<file path="src/sqfsk_pkg.sv">
// ----------------------------------------------------------------------------
// sqfsk_pkg
// Shared types and constants for the square-wave FSK byte modulator.
// ----------------------------------------------------------------------------
package sqfsk_pkg;

	// Item command codes.
	typedef enum logic {
		CMD_LOAD = 1'b0,
		CMD_TICK = 1'b1
	} cmd_e_t;

	// Configuration register indexes.
	localparam logic [1:0] REG_ONE_HALF  = 2'd0;
	localparam logic [1:0] REG_ZERO_HALF = 2'd1;
	localparam logic [1:0] REG_BIT_LEN   = 2'd2;

	// Configuration reset values.
	localparam logic [7:0] ONE_HALF_RESET  = 8'd15;
	localparam logic [7:0] ZERO_HALF_RESET = 8'd20;
	localparam logic [7:0] BIT_LEN_RESET   = 8'd120;

	// Level at the start of every bit, and the sign bit that each flip toggles.
	localparam logic [15:0] LEVEL_START = 16'h3FFF;
	localparam logic [15:0] SIGN_FLIP   = 16'h8000;

	// One classified item as it travels through the queue.
	typedef struct packed {
		cmd_e_t     cmd;
		logic [7:0] data;
	} item_t;

	// Head of the queue as seen by the back end.
	typedef struct packed {
		logic  valid;
		item_t item;
	} q_head_t;

	// Timing configuration.
	typedef struct packed {
		logic [7:0] one_half;
		logic [7:0] zero_half;
		logic [7:0] bit_len;
	} cfg_t;

endpackage

</file>
<file path="src/sqfsk_front.sv">
// ----------------------------------------------------------------------------
// sqfsk_front
// Accepts input items, tags each as a load or a tick, and queues them in order.
// ----------------------------------------------------------------------------
module sqfsk_front #(
	parameter int DEPTH = 4
) (
	input  logic             clk,
	input  logic             arst_n,
	input  logic             in_valid,
	output logic             in_ready,
	input  logic             cmd,
	input  logic [7:0]       data_byte,
	output sqfsk_pkg::q_head_t head,
	input  logic             pop
);

	localparam int PTR_W = $clog2(DEPTH);
	localparam int CNT_W = $clog2(DEPTH + 1);

	sqfsk_pkg::item_t  slots_q [DEPTH];
	logic [PTR_W-1:0]  wr_ptr_q;
	logic [PTR_W-1:0]  rd_ptr_q;
	logic [CNT_W-1:0]  count_q;
	logic              push;
	sqfsk_pkg::item_t  new_item;

	// Classify the incoming item.
	always_comb begin
		new_item.cmd  = cmd ? sqfsk_pkg::CMD_TICK : sqfsk_pkg::CMD_LOAD;
		new_item.data = data_byte;
	end

	assign in_ready   = (count_q != CNT_W'(DEPTH));
	assign push       = in_valid && in_ready;
	assign head.valid = (count_q != '0);
	assign head.item  = slots_q[rd_ptr_q];

	// Queue storage.
	always_ff @(posedge clk) begin
		if (push) begin
			slots_q[wr_ptr_q] <= new_item;
		end
	end

	// Queue pointers and fill count.
	always_ff @(posedge clk or negedge arst_n) begin
		if (!arst_n) begin
			wr_ptr_q <= '0;
			rd_ptr_q <= '0;
			count_q  <= '0;
		end else begin
			if (push) begin
				wr_ptr_q <= (wr_ptr_q == PTR_W'(DEPTH - 1)) ? '0 : wr_ptr_q + 1'b1;
			end
			if (pop) begin
				rd_ptr_q <= (rd_ptr_q == PTR_W'(DEPTH - 1)) ? '0 : rd_ptr_q + 1'b1;
			end
			case ({push, pop})
				2'b10:   count_q <= count_q + 1'b1;
				2'b01:   count_q <= count_q - 1'b1;
				default: count_q <= count_q;
			endcase
		end
	end

	// The back end only takes an item that is really queued.
	a_pop_nonempty: assert property (@(posedge clk) disable iff (!arst_n)
		pop |-> (count_q != '0))
		else $error("queue popped while empty");

	// The fill count rises by one on a push without a pop.
	a_count_track: assert property (@(posedge clk) disable iff (!arst_n)
		(push && !pop) |=> (count_q == $past(count_q) + 1'b1))
		else $error("queue count did not follow a push");

endmodule

</file>
<file path="src/sqfsk_back.sv">
// ----------------------------------------------------------------------------
// sqfsk_back
// Carries out queued items: loads fill the holding register, ticks step the
// bit and flip counters and produce one sample into the output register.
// ----------------------------------------------------------------------------
module sqfsk_back (
	input  logic               clk,
	input  logic               arst_n,
	input  sqfsk_pkg::q_head_t head,
	output logic               pop,
	input  sqfsk_pkg::cfg_t    cfg,
	output logic               out_valid,
	input  logic               out_ready,
	output logic signed [15:0] sample,
	output logic               byte_done,
	output logic               holding_free
);

	logic [7:0]  active_byte_q;
	logic        active_valid_q;
	logic [7:0]  waiting_byte_q;
	logic        waiting_valid_q;
	logic [2:0]  bit_pos_q;
	logic [7:0]  tick_q;
	logic [7:0]  flip_q;
	logic [15:0] level_q;
	logic        out_valid_q;
	logic [15:0] sample_q;
	logic        done_q;
	logic        free_q;

	logic        is_tick;
	logic        slot_free;
	logic        tick_go;
	logic        load_go;
	logic        promote_start;
	logic        promote_end;
	logic        eff_valid;
	logic [7:0]  eff_byte;
	logic [2:0]  eff_pos;
	logic [7:0]  eff_tick;
	logic [7:0]  eff_flip;
	logic        cur_bit;
	logic [7:0]  half;
	logic [15:0] lvl_base;
	logic [15:0] lvl_out;
	logic [8:0]  flip_inc;
	logic [8:0]  tick_inc;
	logic        flip_wrap;
	logic        bit_end;
	logic        byte_end;
	logic        waiting_after;

	// Pop control: a load never needs the output slot, a tick does.
	assign is_tick   = (head.item.cmd == sqfsk_pkg::CMD_TICK);
	assign slot_free = !out_valid_q || out_ready;
	assign pop       = head.valid && (!is_tick || slot_free);
	assign tick_go   = pop && is_tick;
	assign load_go   = pop && !is_tick;

	// Byte selection, including promotion of a waiting byte when idle.
	always_comb begin
		promote_start = !active_valid_q && waiting_valid_q;
		eff_valid     = active_valid_q || waiting_valid_q;
		eff_byte      = promote_start ? waiting_byte_q : active_byte_q;
		eff_pos       = promote_start ? 3'd0 : bit_pos_q;
		eff_tick      = promote_start ? 8'd0 : tick_q;
		eff_flip      = promote_start ? 8'd0 : flip_q;
		cur_bit       = eff_byte[eff_pos];
		half          = cur_bit ? cfg.one_half : cfg.zero_half;
	end

	// Level generation and counter limits.
	always_comb begin
		lvl_base      = (eff_tick == 8'd0) ? sqfsk_pkg::LEVEL_START : level_q;
		lvl_out       = (eff_flip == 8'd0) ? (lvl_base ^ sqfsk_pkg::SIGN_FLIP) : lvl_base;
		flip_inc      = {1'b0, eff_flip} + 9'd1;
		tick_inc      = {1'b0, eff_tick} + 9'd1;
		flip_wrap     = (flip_inc >= {1'b0, half});
		bit_end       = (tick_inc >= {1'b0, cfg.bit_len});
		byte_end      = bit_end && (eff_pos == 3'd7);
		promote_end   = byte_end && waiting_valid_q && !promote_start;
		waiting_after = waiting_valid_q && !promote_start && !promote_end;
	end

	// Modulator state.
	always_ff @(posedge clk or negedge arst_n) begin
		if (!arst_n) begin
			active_byte_q   <= '0;
			active_valid_q  <= 1'b0;
			waiting_byte_q  <= '0;
			waiting_valid_q <= 1'b0;
			bit_pos_q       <= '0;
			tick_q          <= '0;
			flip_q          <= '0;
			level_q         <= sqfsk_pkg::LEVEL_START;
		end else if (load_go) begin
			waiting_byte_q  <= head.item.data;
			waiting_valid_q <= 1'b1;
		end else if (tick_go && eff_valid) begin
			level_q         <= lvl_out;
			waiting_valid_q <= waiting_after;
			if (bit_end) begin
				tick_q <= '0;
				flip_q <= '0;
				if (byte_end) begin
					bit_pos_q      <= '0;
					active_valid_q <= promote_end;
					active_byte_q  <= promote_end ? waiting_byte_q : eff_byte;
				end else begin
					bit_pos_q      <= eff_pos + 3'd1;
					active_valid_q <= 1'b1;
					active_byte_q  <= eff_byte;
				end
			end else begin
				tick_q         <= tick_inc[7:0];
				flip_q         <= flip_wrap ? 8'd0 : flip_inc[7:0];
				bit_pos_q      <= eff_pos;
				active_valid_q <= 1'b1;
				active_byte_q  <= eff_byte;
			end
		end
	end

	// Output register valid flag.
	always_ff @(posedge clk or negedge arst_n) begin
		if (!arst_n) begin
			out_valid_q <= 1'b0;
		end else if (tick_go) begin
			out_valid_q <= 1'b1;
		end else if (out_ready) begin
			out_valid_q <= 1'b0;
		end
	end

	// Output register payload.
	always_ff @(posedge clk) begin
		if (tick_go) begin
			sample_q <= eff_valid ? lvl_out : 16'd0;
			done_q   <= eff_valid && byte_end;
			free_q   <= !waiting_after;
		end
	end

	assign out_valid    = out_valid_q;
	assign sample       = sample_q;
	assign byte_done    = done_q;
	assign holding_free = free_q;

	// A tick never overwrites a result that is still held.
	a_no_overwrite: assert property (@(posedge clk) disable iff (!arst_n)
		tick_go |-> slot_free)
		else $error("tick result overwrote a held item");

	// A byte only becomes active by promotion of a waiting byte.
	a_promote_src: assert property (@(posedge clk) disable iff (!arst_n)
		$rose(active_valid_q) |-> $past(waiting_valid_q))
		else $error("byte became active with nothing waiting");

	// A byte ending with another waiting keeps the transmitter busy.
	a_back_to_back: assert property (@(posedge clk) disable iff (!arst_n)
		(tick_go && byte_end && active_valid_q && waiting_valid_q) |=>
		(active_valid_q && !waiting_valid_q))
		else $error("waiting byte not promoted at end of byte");

endmodule

</file>
<file path="src/square_wave_fsk_byte_modulator.sv">
// ----------------------------------------------------------------------------
// square_wave_fsk_byte_modulator
// Square-wave FSK modulator: bytes go out LSB first as 16-bit samples.
// ----------------------------------------------------------------------------
// Usage:
//   Input channel (in_valid/in_ready) carries cmd and data_byte. cmd = 0 loads
//   data_byte into the one-deep holding register (replacing any waiting byte)
//   and yields no result. cmd = 1 is a sample tick and yields exactly one
//   result item on the output channel (out_valid/out_ready): sample,
//   byte_done and holding_free.
//   Items enter a queue of QUEUE_DEPTH entries; the back end takes one item
//   per cycle from it while out_ready is high, so the sustained rate is then
//   one item per clock. A tick's result passes through the queue entry,
//   written when the item is accepted, and then the output register.
//   When the receiver stalls, the held result stays in the output register,
//   loads ahead of the first tick keep draining, and that tick and the items
//   behind it wait in the queue; in_ready drops once the queue is full. The
//   user must write timing registers (cfg_we/cfg_index/cfg_wdata) only while
//   idle; the block does not enforce it. Reset restores the default timing
//   (15, 20, 120), empties queue and holding register; the block starts silent.
// ----------------------------------------------------------------------------
module square_wave_fsk_byte_modulator #(
	parameter int QUEUE_DEPTH = 4
) (
	input  logic               clk,
	input  logic               arst_n,
	input  logic               in_valid,
	output logic               in_ready,
	input  logic               cmd,
	input  logic [7:0]         data_byte,
	output logic               out_valid,
	input  logic               out_ready,
	output logic signed [15:0] sample,
	output logic               byte_done,
	output logic               holding_free,
	input  logic               cfg_we,
	input  logic [1:0]         cfg_index,
	input  logic [7:0]         cfg_wdata
);

	sqfsk_pkg::cfg_t    cfg_q;
	sqfsk_pkg::q_head_t head;
	logic               pop;

	// Timing configuration registers.
	always_ff @(posedge clk or negedge arst_n) begin
		if (!arst_n) begin
			cfg_q.one_half  <= sqfsk_pkg::ONE_HALF_RESET;
			cfg_q.zero_half <= sqfsk_pkg::ZERO_HALF_RESET;
			cfg_q.bit_len   <= sqfsk_pkg::BIT_LEN_RESET;
		end else if (cfg_we) begin
			unique case (cfg_index)
				sqfsk_pkg::REG_ONE_HALF:  cfg_q.one_half  <= cfg_wdata;
				sqfsk_pkg::REG_ZERO_HALF: cfg_q.zero_half <= cfg_wdata;
				sqfsk_pkg::REG_BIT_LEN:   cfg_q.bit_len   <= cfg_wdata;
				default:                  cfg_q           <= cfg_q;
			endcase
		end
	end

	// Front end: accept, classify and queue.
	sqfsk_front #(
		.DEPTH (QUEUE_DEPTH)
	) u_front (
		.clk       (clk),
		.arst_n    (arst_n),
		.in_valid  (in_valid),
		.in_ready  (in_ready),
		.cmd       (cmd),
		.data_byte (data_byte),
		.head      (head),
		.pop       (pop)
	);

	// Back end: modulator and output register.
	sqfsk_back u_back (
		.clk          (clk),
		.arst_n       (arst_n),
		.head         (head),
		.pop          (pop),
		.cfg          (cfg_q),
		.out_valid    (out_valid),
		.out_ready    (out_ready),
		.sample       (sample),
		.byte_done    (byte_done),
		.holding_free (holding_free)
	);

endmodule
</file>
<file path="config.mk">
export PLATFORM = sky130hd
export DESIGN_NAME = square_wave_fsk_byte_modulator
export DESIGN_NICKNAME = d
export VERILOG_FILES = /design/src/sqfsk_pkg.sv /design/src/sqfsk_front.sv /design/src/sqfsk_back.sv /design/src/square_wave_fsk_byte_modulator.sv
export SDC_FILE = /design/constraint.sdc
export NUM_CORES = 1
export LEC_CHECK = 0
export ABC_CLOCK_PERIOD_IN_PS = 5000
export BUFFER_PORTS_ARGS = -buffer_cell sky130_fd_sc_hd__buf_2
export CAP_MARGIN = 20
export CORE_MARGIN = 3
export CORE_UTILIZATION = 64
export DETAILED_ROUTE_END_ITERATION = 16
export GPL_TIMING_DRIVEN = 0
export MAX_ROUTING_LAYER = met4
export PLACE_DENSITY = 0.84
export SYNTH_ARGS = -nofsm -noshare
export SYNTH_HDL_FRONTEND = slang
export SYNTH_SLANG_ARGS = --single-unit
</file>
<file path="constraint.sdc">
create_clock -name clk -period 5 [get_ports clk]
set_input_delay 0.5 -clock clk [delete_from_list [all_inputs] [get_ports clk]]
set_output_delay 0.5 -clock clk [all_outputs]
set_load 0.02 [all_outputs]
</file>
==> results of run 1 <==
## flip-flops by register name (all words and copies together) (netlist names)
| signal | cells |
|---|---|
| u_back.sample | 16 |
| u_front.wr_ptr_q | 2 |
| u_back.bit_pos_q | 3 |
| u_front.slots_q | 36 |
| u_back.flip_q | 8 |
| cfg_q | 24 |
| u_back.tick_q | 8 |
| u_front.count_q | 3 |
| u_back.byte_done | 1 |
| u_back.level_q | 16 |
| u_back.out_valid | 1 |
| u_back.active_valid_q | 1 |
| u_back.waiting_valid_q | 1 |
| u_back.waiting_byte_q | 8 |
| u_front.rd_ptr_q | 2 |
| u_back.active_byte_q | 8 |
| u_back.holding_free | 1 |
## power groups by stage
stage          clock (mW)  combinational (mW)  sequential [mW]
2_1_floorplan           0               0.962             1.65
4_1_cts              1.24                1.34             1.66
5_1_grt              1.30                1.49             1.69
3_3_place_gp            0                1.23             1.65
6_report             1.23                1.33             1.66
3_5_place_dp            0                1.30             1.67
## layout make-up
type	instances	share of cell area (%)
plain buffers	14	0.877
multi-input cells	306	33.6
flip-flops and latches	139	50.9
repair buffers	45	3.44
clock inverters	15	2.28
clock buffers	17	5.58
well taps	129	2.18
inverters	21	1.06
## layer usage
layer | vias to the layer above | part of all wire [%]
li1 | 1885 | -
met1 | 2053 | 44
met2 | 113 | 49
met3 | 17 | 4.6
met4 | 0 | 1.5
met5 | - | 0
## logic make-up after synthesis
family / after synthesis
muxes: 62
buffers and inverters: 35
xor gates and xnor gates: 13
adders and majority gates: 29
and+or+nand+nor: 126
AOI/OAI and AO/OA: 76
DFF: 139
## layout by cell type (no fill, tap or decap), drive strengths merged, types with 3 or more instances in the layout
cell	instances
a211oi	3
a21oi	16
and2	8
and3	9
buf	51
clkbuf	24
dfrtp	61
dfstp	24
edfxtp	54
ha	28
inv	31
mux2	43
mux2i	8
mux4	11
nand2	39
nand2b	3
nand3	14
nand3b	3
nand4	3
nor2	18
nor2b	4
o21a	15
o21ai	23
o31ai	3
o41ai	5
or2	15
or3	5
xnor2	7
xor2	6
## final timing paths
check,start,to,slack (ns),depth (start not counted)
worst min register to register,u_back.level_q[14]$_DFFE_PN0P_,u_back.level_q[14]$_DFFE_PN0P_,0.50,1
min in group asynchronous,arst_n,u_back.tick_q[6]$_DFFE_PN0P_,0.38,2
worst min-delay path,data_byte[2],u_front.slots_q[0][2]$_DFFE_PP_,0.18,1
worst max register to register,u_back.waiting_valid_q$_DFFE_PN0P_,u_back.flip_q[0]$_DFFE_PN0P_,0.94,16
worst max-delay path,u_back.waiting_valid_q$_DFFE_PN0P_,u_back.flip_q[0]$_DFFE_PN0P_,0.94,16
max in group asynchronous,arst_n,cfg_q[10]$_DFFE_PN1P_,3.98,3
## per-stage QoR
step	util, %	hold slack, ns	setup slack (ns)	power [mW]	instances
after floorplan	-	0.204	1.63	2.61	480
after global placement	71.5	0.478	1.11	2.88	652
after detailed placement	71.8	0.370	1.00	2.97	653
after CTS	78.1	0.172	0.968	4.24	686
after global routing	78.1	0.175	0.580	4.49	686
final	78.1	0.182	0.940	4.22	686
## what timing repair did
item / CTS / global route
hold buffers: 1 / 0
endpoints found under the hold margin: 9 / 0
buffers inserted: 0 / 0
## critical path: stages (launching register included)
cell and delay (ns):
dfrtp_1 0.36, buf_4 0.16, nand2b_2 0.11, clkbuf_1 0.37
nand2_1 0.15, inv_1 0.12, ha_1 0.23, nand2_1 0.07
nor2_1 0.27, xnor2_1 0.19, nor2_1 0.07, ha_1 0.30
and4_1 0.22, a21o_1 0.22, a211oi_4 0.41, nand4_1 0.41
o31ai_2 0.29
==> flow_summary.yaml, run 1 <==
grt:
  gr-max-usage-layer: "met2"
  met2_usage_pct: 37.6
  grt_pass1_vias: 4177
  met1_usage_pct: 33.7
  grt_pass1_wl_microns: 21100
  grt_usage_pct: 24.9
  gr-total-overflow: 0
  grt_antenna_before_repair: 0
  grt_max_degree: 74
  grtUsageMet3_pct: 6.01
pwr:
  net-switching-power_mw: 1.47
  power.internal_mw: 2.75
  combPwrFrac_pct: 31.5
  p_leak_nw: 3.08
  powerDensity_mw_per_mm2: 569
  seqPwrFrac_pct: 39.4
  clkPwrFrac_pct: 29.0
  peakVddDrop_mv: 0.411
  netSwitchingFraction_pct: 34.9
layout:
  nets: 597
  drive_gt1_share_pct: 33.6
  syn2layout_area_growth_pct: 15.6
  fin_area_sq_mm: 0.00742
  multi_input_area_sq_mm: 0.00249
  ff_latch_area_sq_mm: 0.00378
  fillers: 561
  antenna_cells: 0
setup_path:
  cp_data_required_time_ns: 5.43
  path_max_fanout: 10
  crit_path_start_kind: "flop"
  worstPathArrival_ns: 4.49
  path_class: "flop to flop"
  cp-end-kind: "flop"
synth:
  synthDistinctLibCells: 57
  synth_area_sq_mm: 0.00642
  syn_nets: 533
  yosysSeqAreaShare_pct: 58.9
  synth-simple-area-share_pct: 10.3
  synth_xor_area_share_pct: 1.77
  async_flop_share_pct: 61.2
  synth.most_common_cell: "dfrtp_1"
  synth_compound_area_share_pct: 8.31
  synth_top_family_by_area: "multiplexers"
  netlist_top_cells_area: "edfxtp_1 25%, dfrtp_1 24%, dfstp_2 9.8%, mux2_2 7.4%, ha_1 5.5%"
  synth-edff-count: 54
  synthAdderAreaFrac_pct: 5.77
  synth-main-ff-cell: "dfrtp_1"
  syn-mean-instance-area_sq_um: 13.4
  yosys.area.top_type: "edfxtp_1"
  ys_ff_latch: 139
  synth_warnings: 0
  synth_top_area_share_pct: 25.3
  synth_common_cells: "61 x dfrtp_1, 54 x edfxtp_1, 42 x mux2_2"
  synth_mux_area_share_pct: 12.8
  synth_cells: 480
floorplan:
  core_sq_mm: 0.00950
  ioPinCount: 44
  chipWidth_microns: 106
  dieHeight_microns: 106
  row_count: 35
  initial_core_util_pct: 67.5
  die_area_sq_mm: 0.0113
timing:
  worst_slew_pin_slew_ns: 0.786
  rsz0062_at_grt: "no"
  finalSetupViolCount: 0
  skew_ns: 0.0140
  fin_crit_sh_pct: 81.2
  fin_tns_setup_ns: 0
  fmax_mhz: 246
  hold_violations: 0
  relSlewSlack_pct: 47.6
  fin_crit_ns: 4.06
  drv_slew: 0
cts:
  path_clk_slew_ns: 0.07
  cts-buffers-inserted: 17
  cts_resized: 0
  cts.sinks: 139
  clk_path_buf_depth: 2
  cts_tree: "yes"
  h-tree-depth: 4
  clk_latency_ns: 0.53
  cts_root_buf: "clkbuf_8"
run_status:
  outcome: "complete, no violations"
run:
  maxCapViolations: 0
placed_design:
  place_area_sq_mm: 0.00682
  portBuffers: 43
  dpl.hpwl_microns: 8190
  routabilityCongestion: 0.856
min_path:
  hp-class: "input port to flop"
routing:
  vias: 4068
  detail_route.vias_per_cell: 5.93
  drt-initial-drc-count: 311
  wl_per_cell_microns: 17.9
  detail-route-antenna-nets: 0
  drcViolationCount: 0
  first_pass_iters: 4
  wl_microns: 12200
No activity file was read; power rests on OpenSTA's default activity.
==> run 2, diff against run 1 <==
- ABC_CLOCK_PERIOD_IN_PS: 5000 -> 4200
- CORE_UTILIZATION: 64 -> 60
- PLACE_DENSITY: 0.84 -> 0.79
- clock period: 5 -> 4.2 ns (I/O delays scaled with it)
==> flow_summary.yaml, run 2 (synthesis results as in run 1) <==
timing:
  rsz0062_at_grt: "no"
  hold_violations: 0
  fin_tns_setup_ns: 0
  skew_ns: 0.00614
  relSlewSlack_pct: 51.4
  fmax_mhz: 263
  worst_slew_pin_slew_ns: 0.729
  fin_crit_ns: 3.81
  fin_crit_sh_pct: 90.6
  finalSetupViolCount: 0
  drv_slew: 0
setup_path:
  path_max_fanout: 13
  crit_path_start_kind: "flop"
  crit_buf_inv: 2
  worstPathArrival_ns: 4.23
  cp-end-kind: "flop"
  cp_data_required_time_ns: 4.63
  cp_cell_sequence: "buf_4, nand2b_2, nand2_1, inv_1, ha_1, nand2_1, nor2_1, xnor2_1, nor2_1, ha_1, and4_1, a21o_1, a211oi_4, nand4_1, o31ai_2"
  crit_path_top_delay_cell: "a211oi_4"
  critPathMaxStageDelay_ns: 0.40
  cpLargestDelayFamily: "simple AND/OR/NAND/NOR gates"
  path_class: "flop to flop"
grt:
  met2_usage_pct: 36.4
  grtUsageMet3_pct: 4.64
  grt_usage_pct: 22.8
  met1_usage_pct: 29.3
  gr-max-usage-layer: "met2"
  gr-total-overflow: 0
  grt_pass1_wl_microns: 20100
  grt_pass1_vias: 4091
  grt_max_degree: 56
  grt_antenna_before_repair: 0
routing:
  drcViolationCount: 0
  wl_microns: 11800
  detail_route.vias_per_cell: 5.69
  detail-route-antenna-nets: 0
  vias: 3935
  first_pass_iters: 4
  wl_per_cell_microns: 17.1
  drt-initial-drc-count: 277
cts:
  cts_root_buf: "clkbuf_8"
  path_clk_slew_ns: 0.07
  clk_path_buf_depth: 2
  cts-buffers-inserted: 17
  clk_latency_ns: 0.53
  cts.sinks: 139
  cts_resized: 0
  h-tree-depth: 4
  cts_setup_buffers: 0
  cts_tree: "yes"
floorplan:
  die_area_sq_mm: 0.0120
  dieHeight_microns: 109
  ioPinCount: 44
  core_sq_mm: 0.0104
  chipWidth_microns: 109
  row_count: 37
  initial_core_util_pct: 61.9
layout:
  regMostFlops: "u_front.slots_q"
  fillers: 681
  drive_gt1_share_pct: 33.3
  syn2layout_area_growth_pct: 15.5
  antenna_cells: 0
  layout_commonest_cell: "dfrtp_1"
  final_cell_mix: "61 x dfrtp_1, 54 x edfxtp_1, 46 x buf_2, 42 x mux2_2, 37 x nand2_1"
  reg_top3: "u_front.slots_q (36), cfg_q (24)"
  largest_reg_flops: 36
  fin_area_sq_mm: 0.00741
  nets: 596
  final_cells: 692
  utilization_pct: 71.5
pwr:
  total_power_mw: 4.98
  net-switching-power_mw: 1.68
  p_leak_nw: 3.06
  powerDensity_mw_per_mm2: 672
  combPwrFrac_pct: 31.2
  seqPwrFrac_pct: 39.6
  power.internal_mw: 3.30
  netSwitchingFraction_pct: 33.7
  clkPwrFrac_pct: 29.3
  peakVddDrop_mv: 0.453
placed_design:
  place_area_sq_mm: 0.00683
  routabilityCongestion: 0.856
  portBuffers: 43
  dpl.hpwl_microns: 8210
  dp_cells: 660
min_path:
  hp-class: "input port to flop"
run_status:
  outcome: "complete, no violations"
run:
  maxCapViolations: 0
## run 2: cell types whose count changed in the layout (fill, tap and decap cells not counted)
cell,delta
bufinv_16,+1
clkinv_1,+1
clkinv_2,-1
clkinv_8,-1
clkinvlp_4,+2
inv_6,+2
inv_8,-5
## run 2: what timing repair did
item,in CTS,in global routing
hold buffers,1,0
endpoints found under the hold margin,20,0
setup endpoints to repair,0,15
## run 2: area by class of cell
cell class	count	area, sq um	share of cell area [%]
Buffer	13	61.3	0.827
Clock buffer	18	418	5.64
Clock inverter	14	158	2.13
Inverter	21	78.8	1.06
Multi-Input combinational cell	306	2490	33.6
Sequential cell	139	3780	51.0
Tap cell	136	170	2.29
Timing Repair Buffer	45	255	3.44
## run 2: final timing paths
kind | start | cells past startpoint | to | slack, ns
max in group asynchronous | arst_n | 3 | u_back.level_q[8]$_DFFE_PN1P_ | 3.16
worst min register to register | u_back.active_byte_q[4]$_DFFE_PN0P_ | 1 | u_back.active_byte_q[4]$_DFFE_PN0P_ | 0.50
worst max-delay path | u_back.waiting_valid_q$_DFFE_PN0P_ | 15 | u_back.flip_q[0]$_DFFE_PN0P_ | 0.39
worst min-delay path | data_byte[4] | 1 | u_front.slots_q[1][4]$_DFFE_PP_ | 0.10
min in group asynchronous | arst_n | 2 | cfg_q[7]$_DFFE_PN0P_ | 0.38
worst max register to register | u_back.waiting_valid_q$_DFFE_PN0P_ | 15 | u_back.flip_q[0]$_DFFE_PN0P_ | 0.39
## run 2: routing by layer
layer / part of all wire [%] / wire [microns]
met1: 43 / 5080
met2: 51 / 6020
met3: 4.6 / 543
met4: 1.7 / 199
met5: 0 / 0
## run 2: per-stage QoR
step	setup slack, ns	hold slack, ns
floorplan	0.831	0.124
global placement	0.323	0.482
detailed placement	0.199	0.398
CTS	0.153	0.0878
global route	0.0834	0.0872
finish	0.395	0.103
## run 2: power by group through the flow
| stage | clock, mW | sequential (mW) | combinational, mW |
|---|---|---|---|
| 2_1_floorplan | 0 | 1.97 | 1.14 |
| 3_3_place_gp | 0 | 1.96 | 1.46 |
| 3_5_place_dp | 0 | 1.99 | 1.55 |
| 4_1_cts | 1.47 | 1.97 | 1.57 |
| 5_1_grt | 1.54 | 2.01 | 1.75 |
| 6_report | 1.46 | 1.97 | 1.55 |
==> run 3, diff against run 2 <==
- BUFFER_PORTS_ARGS: -buffer_cell sky130_fd_sc_hd__buf_2 -> default
- CORE_UTILIZATION: 60 -> 63
- DONT_BUFFER_PORTS: default -> 1
==> flow_summary.yaml, run 3 (synthesis results as in run 1) <==
run_status:
  outcome: "complete, no violations"
layout:
  largest_reg_flops: 36
  drive_gt1_share_pct: 27.2
  reg_top3: "u_front.slots_q (36), cfg_q (24)"
  nets: 562
  layout_commonest_cell: "dfrtp_1"
  fillers: 650
  antenna_cells: 0
  final_cell_mix: "61 x dfrtp_1, 54 x edfxtp_1, 42 x mux2_2, 37 x nand2_1, 28 x ha_1"
  syn2layout_area_growth_pct: 12.9
  regMostFlops: "u_front.slots_q"
timing:
  rsz0062_at_grt: "no"
  worst_slew_pin_slew_ns: 0.749
  finalSetupViolCount: 0
  relSlewSlack_pct: 50.0
  fmax_mhz: 262
  fin_crit_ns: 3.82
  setup_ws_ns: 0.384
  drv_slew: 0
  fin_tns_setup_ns: 0
  hold_violations: 0
  skew_ns: 0.0138
  fin_crit_sh_pct: 90.9
grt:
  grt_max_degree: 86
  grt_antenna_before_repair: 0
  gr-total-overflow: 0
  grt_pass1_vias: 4146
  grt_usage_pct: 24.0
  grt_pass1_wl_microns: 20500
setup_path:
  worstPathArrival_ns: 4.24
  path_max_fanout: 13
  cp_data_required_time_ns: 4.63
  ff2ff_setup_slack_ns: 0.38
  endpoint: "u_back.flip_q[2]$_DFFE_PN0P_"
  ff2ff_path_depth: 14
  crit_path_start_kind: "flop"
  startpoint: "u_back.waiting_valid_q$_DFFE_PN0P_"
  r2r-end: "u_back.flip_q[2]$_DFFE_PN0P_"
  cp-end-kind: "flop"
  regToRegStartpoint: "u_back.waiting_valid_q$_DFFE_PN0P_"
  path_class: "flop to flop"
min_path:
  hold-path-cell-count: 1
  hp-class: "input port to flop"
routing:
  drt-initial-drc-count: 255
  detail_route.vias_per_cell: 6.02
  drcViolationCount: 0
  vias: 3940
  first_pass_iters: 5
  wl_per_cell_microns: 18.4
  wl_microns: 12100
  detail-route-antenna-nets: 0
floorplan:
  row_count: 36
  ioPinCount: 44
  die_area_sq_mm: 0.0114
  dieHeight_microns: 107
  chipWidth_microns: 107
  initial_core_util_pct: 65.4
  core_sq_mm: 0.00982
cts:
  cts_root_buf: "clkbuf_8"
  cts-buffers-inserted: 17
  cts.sinks: 139
  clk_path_buf_depth: 2
  h-tree-depth: 4
  path_clk_slew_ns: 0.06
  cts_tree: "yes"
  clk_latency_ns: 0.52
placed_design:
  dp_slack_ns: 0.187
  portBuffers: 0
  dpl.hpwl_microns: 7900
  routabilityCongestion: 0.862
pwr:
  total_power_mw: 4.89
  p_leak_nw: 2.94
  peakVddDrop_mv: 0.437
  powerDensity_mw_per_mm2: 675
run:
  maxCapViolations: 0
==> run 3: worst min path at each step <==
stage            startpoint                                  end  slack (ns)
3_5_place_dp         arst_n  u_back.active_byte_q[7]$_DFFE_PN0P_        0.13
3_3_place_gp         arst_n       u_back.level_q[14]$_DFFE_PN0P_        0.13
2_1_floorplan        arst_n                 cfg_q[0]$_DFFE_PN0P_        0.12
6_report       cfg_wdata[4]                 cfg_q[4]$_DFFE_PN1P_        0.05
4_1_cts        cfg_wdata[2]                 cfg_q[2]$_DFFE_PN0P_        0.03
5_1_grt        cfg_wdata[7]                cfg_q[15]$_DFFE_PN0P_        0.03
==> run 3: cell type report <==
| class | instances | area (sq um) | area share [%] |
|---|---|---|---|
| repair buffers | 11 | 128 | 1.76 |
| multi-input cells | 306 | 2490 | 34.4 |
| clock buffers | 19 | 422 | 5.82 |
| well taps | 133 | 166 | 2.30 |
| clock inverters | 13 | 119 | 1.64 |
| plain buffers | 13 | 61.3 | 0.846 |
| flip-flops and latches | 139 | 3780 | 52.1 |
| inverters | 21 | 78.8 | 1.09 |
==> run 3: repair_timing <==
| item | 4_1_cts | 5_1_grt |
|---|---|---|
| hold buffers | 11 | 0 |
| setup endpoints to repair | 0 | 14 |
| resized for setup | 0 | 0 |
| endpoints found under the hold margin | 121 | 0 |
| buffers inserted | 0 | 0 |
==> run 3: metrics by stage <==
stage / std cells / utilization [%] / cell area, sq um / hold WS (ns)
5_1_grt: 655 / 73.8 / 7250 / 0.0310
3_5_place_dp: 613 / 67.0 / 6580 / 0.129
4_1_cts: 656 / 73.9 / 7250 / 0.0340
2_1_floorplan: 480 / - / 6420 / 0.124
6_report: 655 / 73.8 / 7250 / 0.0479
3_3_place_gp: 613 / 67.0 / 6580 / 0.129
==> run 3: layer usage <==
metal  wire, microns  share of wire, %  vias up  track usage [%]
met4             250               2.1        0             8.31
li1                -                 -     1808                -
met2            5990                50      143             38.3
met5               0                 0        -                -
met1            5180                43     1965             30.7
met3             642               5.3       24             5.84
==> run 3: report_power, final <==
group | switching (mW) | total [mW] | internal (mW)
sequential | 0.231 | 2.02 | 1.79
clock | 0.562 | 1.35 | 0.788
combinational | 0.878 | 1.53 | 0.647
==> run 3: critical path, cell delays in order, from the launching register on <==
cell      delay [ns]
dfrtp_1         0.36
buf_4           0.17
nand2b_2        0.21
nand2_1         0.12
inv_1           0.16
ha_1            0.22
nand3_1         0.15
or3_1           0.33
a21oi_1         0.21
ha_1            0.29
and3_1          0.23
a221o_1         0.36
a311oi_1        0.28
nand4_1         0.34
o21ai_0         0.29
